$ cat src/hdl/uart_pkg.sv
package uart_pkg;

  // data bits per frame, 5 to 9
  localparam int unsigned DATA_BITS = 8;

  localparam int unsigned PERIOD_W = 16;
  localparam int unsigned TIMER_W  = PERIOD_W + 1;
  localparam int unsigned COUNT_W  = 4;
  localparam int unsigned BYTE_W   = 8;

  localparam logic [PERIOD_W-1:0] PERIOD_RESET = 16'd103;

  typedef logic [BYTE_W-1:0]   byte_t;
  typedef logic [PERIOD_W-1:0] period_t;
  typedef logic [TIMER_W-1:0]  timer_t;
  typedef logic [COUNT_W-1:0]  count_t;

  typedef enum logic [2:0] {
    PH_IDLE = 3'b001,
    PH_DATA = 3'b010,
    PH_STOP = 3'b100
  } phase_t;

  localparam count_t DATA_BITS_C = COUNT_W'(DATA_BITS);
  localparam count_t BYTE_BITS_C = COUNT_W'(BYTE_W);

endpackage

$ cat src/hdl/uart_8n1_transceiver.sv
// tick-driven serial receiver and transmitter, one input transfer per time tick
// latency: the result of a tick is shown in the cycle after its input transfer
// throughput: one tick per cycle while the result register is drained, set by the single registered state update
// in_ready stays high while the result register is empty or being drained
// reset (rst, synchronous): both sides idle, timers and shifters clear,
// line_out high (the tx_line output is not reset), bit period 103, result register empty
module uart_8n1_transceiver (
  input  logic             clk,
  input  logic             rst,
  // tick channel
  input  logic             in_valid,
  output logic             in_ready,
  input  logic             rx_line,
  input  logic             tx_valid,
  input  uart_pkg::byte_t  tx_byte,
  // result channel
  output logic             out_valid,
  input  logic             out_ready,
  output logic             tx_line,
  output logic             tx_ready,
  output logic             rx_valid,
  output uart_pkg::byte_t  rx_byte,
  // bit period register
  input  logic             cfg_valid,
  output logic             cfg_ready,
  input  uart_pkg::period_t cfg_data
);
  import uart_pkg::*;

  // configuration
  period_t bit_period;

  // receiver state
  phase_t  rx_phase, rx_phase_next;
  timer_t  rx_timer, rx_timer_next;
  count_t  rx_bits_done, rx_bits_done_next;
  byte_t   rx_shift, rx_shift_next;

  // transmitter state
  phase_t  tx_phase, tx_phase_next;
  timer_t  tx_timer, tx_timer_next;
  count_t  tx_bits_done, tx_bits_done_next;
  byte_t   tx_shift, tx_shift_next;
  logic    line_out, line_out_next;

  // result of this tick
  logic    rx_valid_next;
  byte_t   rx_byte_next;
  logic    tx_ready_next;

  logic    in_fire;
  period_t period_ticks;
  timer_t  period_half;
  timer_t  period_two;
  timer_t  rx_dec;
  timer_t  tx_dec;

  assign cfg_ready = 1'b1;
  // a new tick is taken whenever the result register is empty or frees up this cycle
  assign in_ready  = !out_valid || out_ready;
  assign in_fire   = in_valid && in_ready;

  // zero period acts as one tick
  assign period_ticks = (bit_period == '0) ? PERIOD_W'(1) : bit_period;
  assign period_half  = {1'b0, period_ticks} + {2'b00, period_ticks[PERIOD_W-1:1]};
  assign period_two   = {period_ticks, 1'b0};

  // timers saturate at zero
  assign rx_dec = (rx_timer == '0) ? '0 : rx_timer - TIMER_W'(1);
  assign tx_dec = (tx_timer == '0) ? '0 : tx_timer - TIMER_W'(1);

  // receiver: start detect, mid-bit sampling, stop wait
  always_comb begin
    rx_phase_next     = rx_phase;
    rx_timer_next     = rx_timer;
    rx_bits_done_next = rx_bits_done;
    rx_shift_next     = rx_shift;
    rx_valid_next     = 1'b0;
    rx_byte_next      = '0;
    unique case (rx_phase)
      PH_IDLE: begin
        if (!rx_line) begin
          rx_phase_next     = PH_DATA;
          rx_timer_next     = period_half;
          rx_bits_done_next = '0;
          rx_shift_next     = '0;
        end
      end
      PH_DATA: begin
        rx_timer_next = rx_dec;
        if (rx_dec == '0) begin
          // bits past the eighth are dropped
          if (rx_bits_done < BYTE_BITS_C) begin
            rx_shift_next[rx_bits_done[2:0]] = rx_shift[rx_bits_done[2:0]] | rx_line;
          end
          rx_bits_done_next = rx_bits_done + COUNT_W'(1);
          if (rx_bits_done_next >= DATA_BITS_C) begin
            rx_valid_next = 1'b1;
            rx_byte_next  = rx_shift_next;
            rx_phase_next = PH_STOP;
            rx_timer_next = period_half;
          end else begin
            rx_timer_next = {1'b0, period_ticks};
          end
        end
      end
      PH_STOP: begin
        rx_timer_next = rx_dec;
        if (rx_dec == '0) begin
          rx_phase_next = PH_IDLE;
        end
      end
      default: begin
        rx_phase_next = PH_IDLE;
      end
    endcase
  end

  // transmitter: start bit, data bits, two bit periods of stop
  always_comb begin
    tx_phase_next     = tx_phase;
    tx_timer_next     = tx_timer;
    tx_bits_done_next = tx_bits_done;
    tx_shift_next     = tx_shift;
    line_out_next     = line_out;
    tx_ready_next     = (tx_phase == PH_IDLE);
    unique case (tx_phase)
      PH_IDLE: begin
        if (tx_valid) begin
          tx_phase_next     = PH_DATA;
          tx_shift_next     = tx_byte;
          tx_bits_done_next = '0;
          tx_timer_next     = {1'b0, period_ticks};
          line_out_next     = 1'b0;
        end
      end
      PH_DATA: begin
        tx_timer_next = tx_dec;
        if (tx_dec == '0) begin
          if (tx_bits_done < DATA_BITS_C) begin
            // ninth bit goes out low
            line_out_next     = (tx_bits_done < BYTE_BITS_C) ?
                                tx_shift[tx_bits_done[2:0]] : 1'b0;
            tx_bits_done_next = tx_bits_done + COUNT_W'(1);
            tx_timer_next     = {1'b0, period_ticks};
          end else if (tx_bits_done == DATA_BITS_C) begin
            line_out_next     = 1'b1;
            tx_bits_done_next = tx_bits_done + COUNT_W'(1);
            tx_timer_next     = period_two;
          end else begin
            line_out_next = 1'b1;
            tx_phase_next = PH_IDLE;
          end
        end
      end
      default: begin
        tx_phase_next = PH_IDLE;
        line_out_next = 1'b1;
      end
    endcase
  end

  // configuration register
  always_ff @(posedge clk) begin
    if (rst) begin
      bit_period <= PERIOD_RESET;
    end else if (cfg_valid && cfg_ready) begin
      bit_period <= cfg_data;
    end
  end

  // state advances once per accepted tick
  always_ff @(posedge clk) begin
    if (rst) begin
      rx_phase     <= PH_IDLE;
      rx_timer     <= '0;
      rx_bits_done <= '0;
      rx_shift     <= '0;
      tx_phase     <= PH_IDLE;
      tx_timer     <= '0;
      tx_bits_done <= '0;
      tx_shift     <= '0;
      line_out     <= 1'b1;
    end else if (in_fire) begin
      rx_phase     <= rx_phase_next;
      rx_timer     <= rx_timer_next;
      rx_bits_done <= rx_bits_done_next;
      rx_shift     <= rx_shift_next;
      tx_phase     <= tx_phase_next;
      tx_timer     <= tx_timer_next;
      tx_bits_done <= tx_bits_done_next;
      tx_shift     <= tx_shift_next;
      line_out     <= line_out_next;
    end
  end

  // result register, filled on each tick transfer
  always_ff @(posedge clk) begin
    if (rst) begin
      out_valid <= 1'b0;
    end else if (in_fire) begin
      out_valid <= 1'b1;
    end else if (out_ready) begin
      out_valid <= 1'b0;
    end
  end

  always_ff @(posedge clk) begin
    if (in_fire) begin
      tx_line  <= line_out_next;
      tx_ready <= tx_ready_next;
      rx_valid <= rx_valid_next;
      rx_byte  <= rx_byte_next;
    end
  end

  // start bit seen while idle arms the receiver with a running timer
  assert property (@(posedge clk) disable iff (rst)
    in_fire && rx_phase == PH_IDLE && !rx_line |=> rx_phase == PH_DATA && rx_timer != '0)
    else $error("receiver did not arm on start bit");

  // a completed byte moves the receiver to its stop wait and shows in the result
  assert property (@(posedge clk) disable iff (rst)
    in_fire && rx_valid_next |=> rx_phase == PH_STOP && out_valid && rx_valid)
    else $error("received byte not reported with stop wait");

  // an accepted send request drives the start bit on the next result,
  // which still reports the transmitter as ready on that tick
  assert property (@(posedge clk) disable iff (rst)
    in_fire && tx_phase == PH_IDLE && tx_valid |=> out_valid && !tx_line && tx_ready
      && tx_phase == PH_DATA)
    else $error("send request did not start a frame");

  // receiver never reports a byte outside its data phase
  assert property (@(posedge clk) disable iff (rst)
    in_fire && rx_phase != PH_DATA |-> !rx_valid_next)
    else $error("byte reported outside data phase");

endmodule

$ cat config.mk
export PLATFORM = sky130hd
export DESIGN_NAME = uart_8n1_transceiver
export DESIGN_NICKNAME = d
export VERILOG_FILES = /design/src/hdl/uart_pkg.sv /design/src/hdl/uart_8n1_transceiver.sv
export SDC_FILE = /design/constraint.sdc
export NUM_CORES = 1
export LEC_CHECK = 0
export ABC_AREA = 1
export BUFFER_PORTS_ARGS = -buffer_cell sky130_fd_sc_hd__buf_2
export CAP_MARGIN = 20
export CORE_MARGIN = 4
export CORE_UTILIZATION = 56
export CTS_BUF_LIST = sky130_fd_sc_hd__clkbuf_2 sky130_fd_sc_hd__clkbuf_4 sky130_fd_sc_hd__clkbuf_8
export CTS_CLUSTER_SIZE = 28
export DETAILED_ROUTE_END_ITERATION = 16
export GPL_ROUTABILITY_DRIVEN = 0
export PLACE_DENSITY_LB_ADDON = 0.1
export SETUP_SLACK_MARGIN = 0.05
export SYNTH_ARGS = -nofsm -noshare
export SYNTH_HDL_FRONTEND = slang
export SYNTH_SLANG_ARGS = --single-unit
$ cat constraint.sdc
create_clock -name clk -period 3.89 [get_ports clk]
set_input_delay 0.778 -clock clk [delete_from_list [all_inputs] [get_ports clk]]
set_output_delay 0.778 -clock clk [all_outputs]
set_load 0.02 [all_outputs]
==> results by group, run 1 <==
Worst setup path
  • Crit-path slowest cell: dfxtp_1
  • FF-to-FF setup slack: 0.74 ns
  • Reg2reg start: bit_period[14]$_SDFFE_PP0P_
  • Crit path arrival time: 3.44 ns
  • Most common cell on crit path: nand2_1
  • CP Cell Sequence: inv_1 -> ha_1 -> nand3_1 -> nor2_1 -> nand3_1 -> buf_4 -> nand2_1 -> inv_1 -> ha_1 -> inv_1 -> o21ai_0 -> nand2_1 -> nand2_1 -> a21oi_1 -> o21ai_0 -> xor2_1 -> nand2_1 -> nand2_1 -> nor2_1 -> nor2_1
  • Worst setup SP type: flip-flop
  • Top Family by Delay on Critical Path: simple AND/OR/NAND/NOR gates
  • CP required: about 4.2 ns
  • Reg2reg end: rx_timer[14]$_SDFFE_PP0P_
  • Kind of critical path: flip-flop to flip-flop
  • CP Capture Type: flip-flop
  • Worst setup path start: bit_period[14]$_SDFFE_PP0P_
  • CP max stage delay: 0.35 ns
  • Largest fanout on the critical path: 14
  • Worst Reg2Reg Path Length in Cells: 20
  • Setup crit end: rx_timer[14]$_SDFFE_PP0P_
  • Critical path depth: 20
  • Buf/Inv on CP: 4

Floorplanning
  • Row count: 41
  • Die X: 122 um
  • Die area: 14800 sq um
  • Die height: 122 um
  • Core area: 12600 sq um
  • Starting Density: 57.2%
  • Number of placed I/O pins: 45

Timing
  • Final hold vios: 0
  • Setup violators final: 0
  • Clock period minus worst slack: 3.15 ns
  • Slew Limit Fails: 0
  • Slew HR: 35.7%
  • Final worst slack: 0.737 ns
  • Worst slew pin tran: 0.964 ns
  • Skew final: 0.0119 ns
  • Setup repair after global routing missed its margin: false
  • Setup TNS: 0 ns
  • Top achievable clock speed: about 0.32 GHz
  • Period utilization: between 80 and 90%

Global route
  • Vias in the first global route: 6778
  • Antenna violations before repair: 0
  • First-pass GRT wire length: 32000 um
  • Tot GR Track Use: around a quarter
  • Pin count of the biggest net entering global routing: 49
  • Remaining global-route overflow: 0

Min path
  • Hold path start: tx_shift[7]$_SDFFE_PP0P_
  • Min-delay worst type: flip-flop to flip-flop

Power
  • Part of the power in combinational logic: approximately 47%
  • Maximum vdd drop: just over 0.3 mV
  • Pwr dens: between 400 and 500 nW/um^2
  • Leakage: around 3.7 nW
  • P_int: 1.77 mW
  • Clock share of power: 19.4%
  • Seq pwr share: 33.9%
  • Sw Share: 45.7%
  • Net Switching: 1.49 mW

Logic synthesis
  • EDFF count, synth: 11
  • Post-synth ARST share: 0%
  • Compound-Gate Fraction of Synth Area: 17.3%
  • Post-Synth XOR/XNOR Area: 2.19%
  • Post-synth top area share: 22.5%
  • Avg Inst Size Synth: 6.26 sq um
  • FF+latch count, synth: 92
  • Synth unique cells: 45
  • Sequential share of the synthesized area: between 20% and 30%
  • Post-synthesis mux area share: less than 1%
  • Adder-cell area share of the yosys netlist: 5.48%
  • Yosys Warn Count: 0
  • Leading area contributor after synthesis: dfxtp_1
  • Primary FF master, synth: dfxtp_1
  • Simple-gate share of the synthesized area: 36.6%
  • Dominant cells by area after synthesis: dfxtp_1 22%, nand2_1 16%, inv_1 7.0%
  • Netlist Area Pre-Place: slightly above 7000 sq um
  • Largest family of logic cells by synthesized area: simple AND/OR/NAND/NOR gates
  • Post-Syn Nets: between 1000 and 1500
  • Cells after Synth: 1153

Placement
  • DP Cell Count: 1335
  • Port Buffers: 43
  • HPWL after DPL: 14100 um
  • Pre-CTS setup slack: 0.768 ns

Detailed routing
  • DRC: 0
  • First-pass DRT Iterations: 5
  • DR iter-0 viols: 596
  • Detailed Route WL: between 15000 and 20000 um
  • Via count: 7351
  • Wirelength per Cell: ~14 um
  • Via density: 5.44
  • DRT antenna net count: 0

Finish
  • Share of layout cells above drive strength 1: 9.84%
  • Fillers: 1290
  • Area Growth Syn to Fin: 6.61%
  • N_diodes: 0
  • Layout Nets: 1236
  • Post-route insts no fill: around 1400

Clock tree
  • CTS max path bufs: 2
  • CTS H-Tree Depth: 3
  • # resized after CTS: 0
  • Clk Latency, worst-skew pair: approximately 0.39 ns
  • # Post-CTS Setup Buffers: 0
  • CTS Buf Count: 9
  • CTS tree: built
  • Num Clock Sinks: 92
  • Hold buffer count at cts: 0
  • Worst-path clk slew: 0.10 ns
  • Root buffer cell: clkbuf_8

Run
  • Max-cap violations: 0

Outcome
  • Status: completed
-- state kept, by name (all words and copies together), names as in the netlist --
name,cells
bit_period,16
tx_bits_done,4
tx_line,1
rx_timer,17
out_valid,1
rx_valid,1
tx_phase,2
tx_timer,17
tx_shift,8
rx_bits_done,4
line_out,1
tx_ready,1
rx_shift,8
rx_phase,3
rx_byte,8
-- power by group through the flow --
stage | Sequential, mW | Combinational (mW) | Clock (mW)
finish | 1.10 | 1.52 | 0.630
CTS | 1.10 | 1.50 | 0.642
global route | 1.11 | 1.72 | 0.681
floorplan | 1.11 | 1.20 | 0
global placement | 1.12 | 1.48 | 0
detailed placement | 1.12 | 1.49 | 0
-- worst min-delay path by stage --
stage                                     endpoint  cells after the start
after global placement    tx_shift[7]$_SDFFE_PP0P_                      2
after CTS                 tx_shift[7]$_SDFFE_PP0P_                      2
after global routing      tx_shift[7]$_SDFFE_PP0P_                      2
final                     tx_shift[7]$_SDFFE_PP0P_                      2
after floorplan           tx_shift[7]$_SDFFE_PP0P_                      2
after detailed placement  tx_shift[7]$_SDFFE_PP0P_                      2
-- synth_stat cells, types with 6 or more instances --
cell      count
nand2_1     307
inv_1       134
nor2_1      110
nand3_1      98
o21ai_0      96
a21oi_1      87
dfxtp_1      81
clkbuf_1     31
ha_1         30
nand4_1      24
a22oi_1      16
xor2_1       16
o21ai_1      14
edfxtp_1     11
nand3_2       9
inv_2         8
nand2_2       7
nor2_4        7
mux2i_1       6
o21bai_1      6
or2_0         6
-- layer usage --
metal	vias to the layer above	GRT usage, %	routed length (um)
met2	220	42.3	8380
met5	-	0	0
met4	0	8.12	324
li1	3808	-	-
met3	22	3.87	1080
met1	3301	37.0	9100
-- worst register-to-register path, cell delays in order (launching register included) --
cell and delay (ns):
dfxtp_1 0.35, inv_1 0.11, ha_1 0.16, nand3_1 0.10, nor2_1 0.18, nand3_1 0.11
buf_4 0.20, nand2_1 0.09, inv_1 0.08, ha_1 0.32, inv_1 0.07, o21ai_0 0.30
nand2_1 0.11, nand2_1 0.13, a21oi_1 0.11, o21ai_0 0.26, xor2_1 0.10, nand2_1 0.08
nand2_1 0.04, nor2_1 0.10, nor2_1 0.04
-- layout by cell type (no fill, tap or decap), drive strengths merged, types with 24 or more instances in the layout --
master,n
a21oi,87
buf,53
dfxtp,81
ha,30
inv,143
nand2,316
nand3,110
nand4,24
nor2,122
o21ai,111
-- metrics by stage --
step	instance area, sq um	util [%]	hold WS [ns]	power, mW
floorplan	7210	-	0.424	2.32
global placement	7510	59.5	0.439	2.61
detailed placement	7510	59.5	0.443	2.61
CTS	7690	60.9	0.458	3.24
global route	7690	60.9	0.488	3.51
finish	7690	60.9	0.455	3.25
-- layout make-up --
| cell class | count | area [sq um] | share of cell area (%) |
|---|---|---|---|
| clock inverters | 5 | 36.3 | 0.472 |
| well taps | 172 | 215 | 2.80 |
| clock buffers | 11 | 145 | 1.89 |
| flip-flops and latches | 92 | 1950 | 25.4 |
| inverters | 144 | 546 | 7.09 |
| repair buffers | 53 | 290 | 3.77 |
| multi-input cells | 874 | 4510 | 58.6 |
-- cell families after synthesis --
group	Yosys count
other	1
adders and majority gates	31
and+or+nand+nor	587
DFF	92
AOI/OAI and AO/OA	231
xor gates and xnor gates	18
muxes	6
buffers and inverters	187
No activity file was read; power rests on OpenSTA's default activity.
==> run 2: changes to the inputs <==
==> constraint.sdc (replaced) <==
create_clock -name clk -period 2.8 [get_ports clk]
set_input_delay 0.56 -clock clk [delete_from_list [all_inputs] [get_ports clk]]
set_output_delay 0.56 -clock clk [all_outputs]
set_load 0.02 [all_outputs]
==> results by group, run 2 (synthesis results as in run 1) <==
Detailed routing
  • Via density: 5.52
  • DR iter-0 viols: 639
  • Wirelength per Cell: 14.4 um
  • DRT antenna net count: 0
  • Top layer in use: met4
  • Detailed Route WL: 20900 um
  • DR WL met2: 9780 um
  • First-pass DRT Iterations: 6
  • M1 WL: around 8900 um
  • DRC: 0
  • DR WL met3: 1720 um
  • Via count: 7985

Placement
  • Area after DPL: 8140 sq um
  • HPWL after DPL: between 15000 and 20000 um
  • Port Buffers: 43

Worst setup path
  • CP max stage delay: approximately 0.32 ns
  • Worst setup SP type: flip-flop
  • CP Cell Sequence: inv_1 -> ha_1 -> nand3_4 -> nor2_4 -> nand3_4 -> buf_8 -> nand2_4 -> inv_4 -> ha_4 -> nand2_2 -> inv_2 -> a21oi_2 -> nand2_1 -> nand2_1 -> nand2_2 -> o21ai_1 -> nand4_1 -> nand3_1 -> nand3_1 -> nand2_1 -> a21oi_1
  • CP Capture Type: flip-flop
  • Crit-path slowest cell: dfxtp_1
  • Largest fanout on the critical path: 5
  • Top Family by Delay on Critical Path: simple AND/OR/NAND/NOR gates
  • Kind of critical path: flip-flop to flip-flop
  • Buf/Inv on CP: 4
  • Most common cell on crit path: nand2_1
  • Crit path arrival time: 2.98 ns
  • CP required: about 3 ns

Finish
  • Area Growth Syn to Fin: 24.3%
  • Commonest non-fill, non-tap cell in the layout: nand2_1
  • Final instance area: 8970 sq um
  • Most frequent cells in the layout: 284 x nand2_1, 107 x inv_1, 101 x nor2_1, 98 x buf_4, 92 x nand3_1
  • N_diodes: 0
  • Layout Nets: between 1000 and 1500
  • Share of layout cells above drive strength 1: about a quarter
  • Top Registers: rx_timer: 17 flops, tx_timer: 17 flops, bit_period: 16 flops

Outcome
  • Status: completed

Timing
  • Setup violators final: 0
  • Worst slew pin tran: 0.812 ns
  • Skew final: 0.0141 ns
  • Slew HR: 45.8%
  • Slew Limit Fails: 0
  • Final hold vios: 0
  • Period utilization: 97.4%
  • Clock period minus worst slack: 2.73 ns
  • Worst hold margin: 0.390 ns
  • Top achievable clock speed: 0.367 GHz
  • Setup repair after global routing missed its margin: true

Clock tree
  • CTS tree: built
  • Clk Latency, worst-skew pair: between 0.3 and 0.4 ns
  • Worst-path clk slew: 0.10 ns
  • Hold buffer count at cts: 0
  • Num Clock Sinks: 92
  • CTS H-Tree Depth: 3
  • Root buffer cell: clkbuf_8
  • CTS Buf Count: 9
  • CTS max path bufs: 2

Floorplanning
  • Number of placed I/O pins: 45
  • Die height: 122 um
  • Die X: 122 um
  • Core area: 12600 sq um
  • Starting Density: 57.2%
  • Die area: 14800 sq um
  • Row count: 41

Global route
  • Remaining global-route overflow: 0
  • Vias in the first global route: 7075
  • Pin count of the biggest net entering global routing: 49
  • Antenna violations before repair: 0
  • Tot GR Track Use: 27.4%
  • First-pass GRT wire length: 33100 um

Power
  • Pwr dens: a little under 600 nW/um^2
  • Sw Share: 43.5%
  • Maximum vdd drop: 0.328 mV
  • Leakage: 4.19 nW
  • Clock share of power: 19.4%
  • Pwr Total: ~5.2 mW
  • Seq pwr share: 29.4%
  • Part of the power in combinational logic: about 51%
  • P_int: 2.92 mW
  • Net Switching: ~2.2 mW

Min path
  • Min-delay worst type: primary input to flip-flop

Run
  • Max-cap violations: 0
## run 2: worst reg2reg max path, delay by kind of cell, from the launching register on
| family | cells | cell delay, ns |
|---|---|---|
| AO/OA/AOI/OAI | 3 | 0.36 |
| adder cells (fa/ha/maj) | 2 | 0.44 |
| buffers and inverters | 4 | 0.33 |
| flip-flops | 1 | 0.32 |
| AND/OR/NAND/NOR | 12 | 1.12 |
## run 2: through the flow
| stage | setup TNS (ns) | instances | setup WS [ns] | util [%] |
|---|---|---|---|---|
| 5_1_grt | -0.456 | 1446 | -0.0790 | 71.0 |
| 6_report | 0 | 1446 | 0.0717 | 71.0 |
| 2_1_floorplan | 0 | 1153 | 0.0547 | - |
| 3_5_place_dp | -0.872 | 1418 | -0.143 | 64.5 |
| 3_3_place_gp | -0.0837 | 1418 | -0.0675 | 64.5 |
| 4_1_cts | 0 | 1434 | 0.0364 | 66.8 |
## run 2: area by class of cell
cell class | instances | area, sq um
Fill cell | 1144 | 3650
Sequential cell | 92 | 1960
Clock buffer | 12 | 165
Multi-Input combinational cell | 874 | 4980
Tap cell | 172 | 215
Timing Repair Buffer | 148 | 1030
Clock inverter | 4 | 53.8
Inverter | 144 | 558
## run 2: power by group through the flow
stage	logic [mW]	registers, mW	clock network, mW
2_1_floorplan	1.67	1.55	0
3_3_place_gp	2.35	1.54	0
3_5_place_dp	2.37	1.54	0
4_1_cts	2.40	1.51	1.02
5_1_grt	2.92	1.54	1.07
6_report	2.65	1.52	1.00
## run 2: path summary, 6_finish.rpt
| kind | startpoint | to | slack [ns] | cells past startpoint |
|---|---|---|---|---|
| setup / recovery | bit_period[14]$_SDFFE_PP0P_ | rx_timer[5]$_SDFFE_PP0P_ | 0.07 | 21 |
| hold / removal | cfg_data[1] | bit_period[1]$_SDFFE_PP1P_ | 0.39 | 3 |
| setup reg to reg | bit_period[14]$_SDFFE_PP0P_ | rx_timer[5]$_SDFFE_PP0P_ | 0.07 | 21 |
| hold reg to reg | tx_shift[7]$_SDFFE_PP0P_ | tx_shift[7]$_SDFFE_PP0P_ | 0.47 | 2 |
## run 2: metal layers
layer / GRT usage, % / up-vias
met5: 0 / -
met4: 7.35 / 0
met3: 5.55 / 39
met2: 44.6 / 274
met1: 37.1 / 3677
li1: - / 3995
## run 2: repair_timing
action | 4_1_cts | 5_1_grt
pin swaps | 4 | 61
resized for setup | 16 | 140
cloned | 0 | 1
endpoints found under the setup margin | 14 | 57
endpoints found under the hold margin | 0 | 0
buffers inserted | 0 | 11
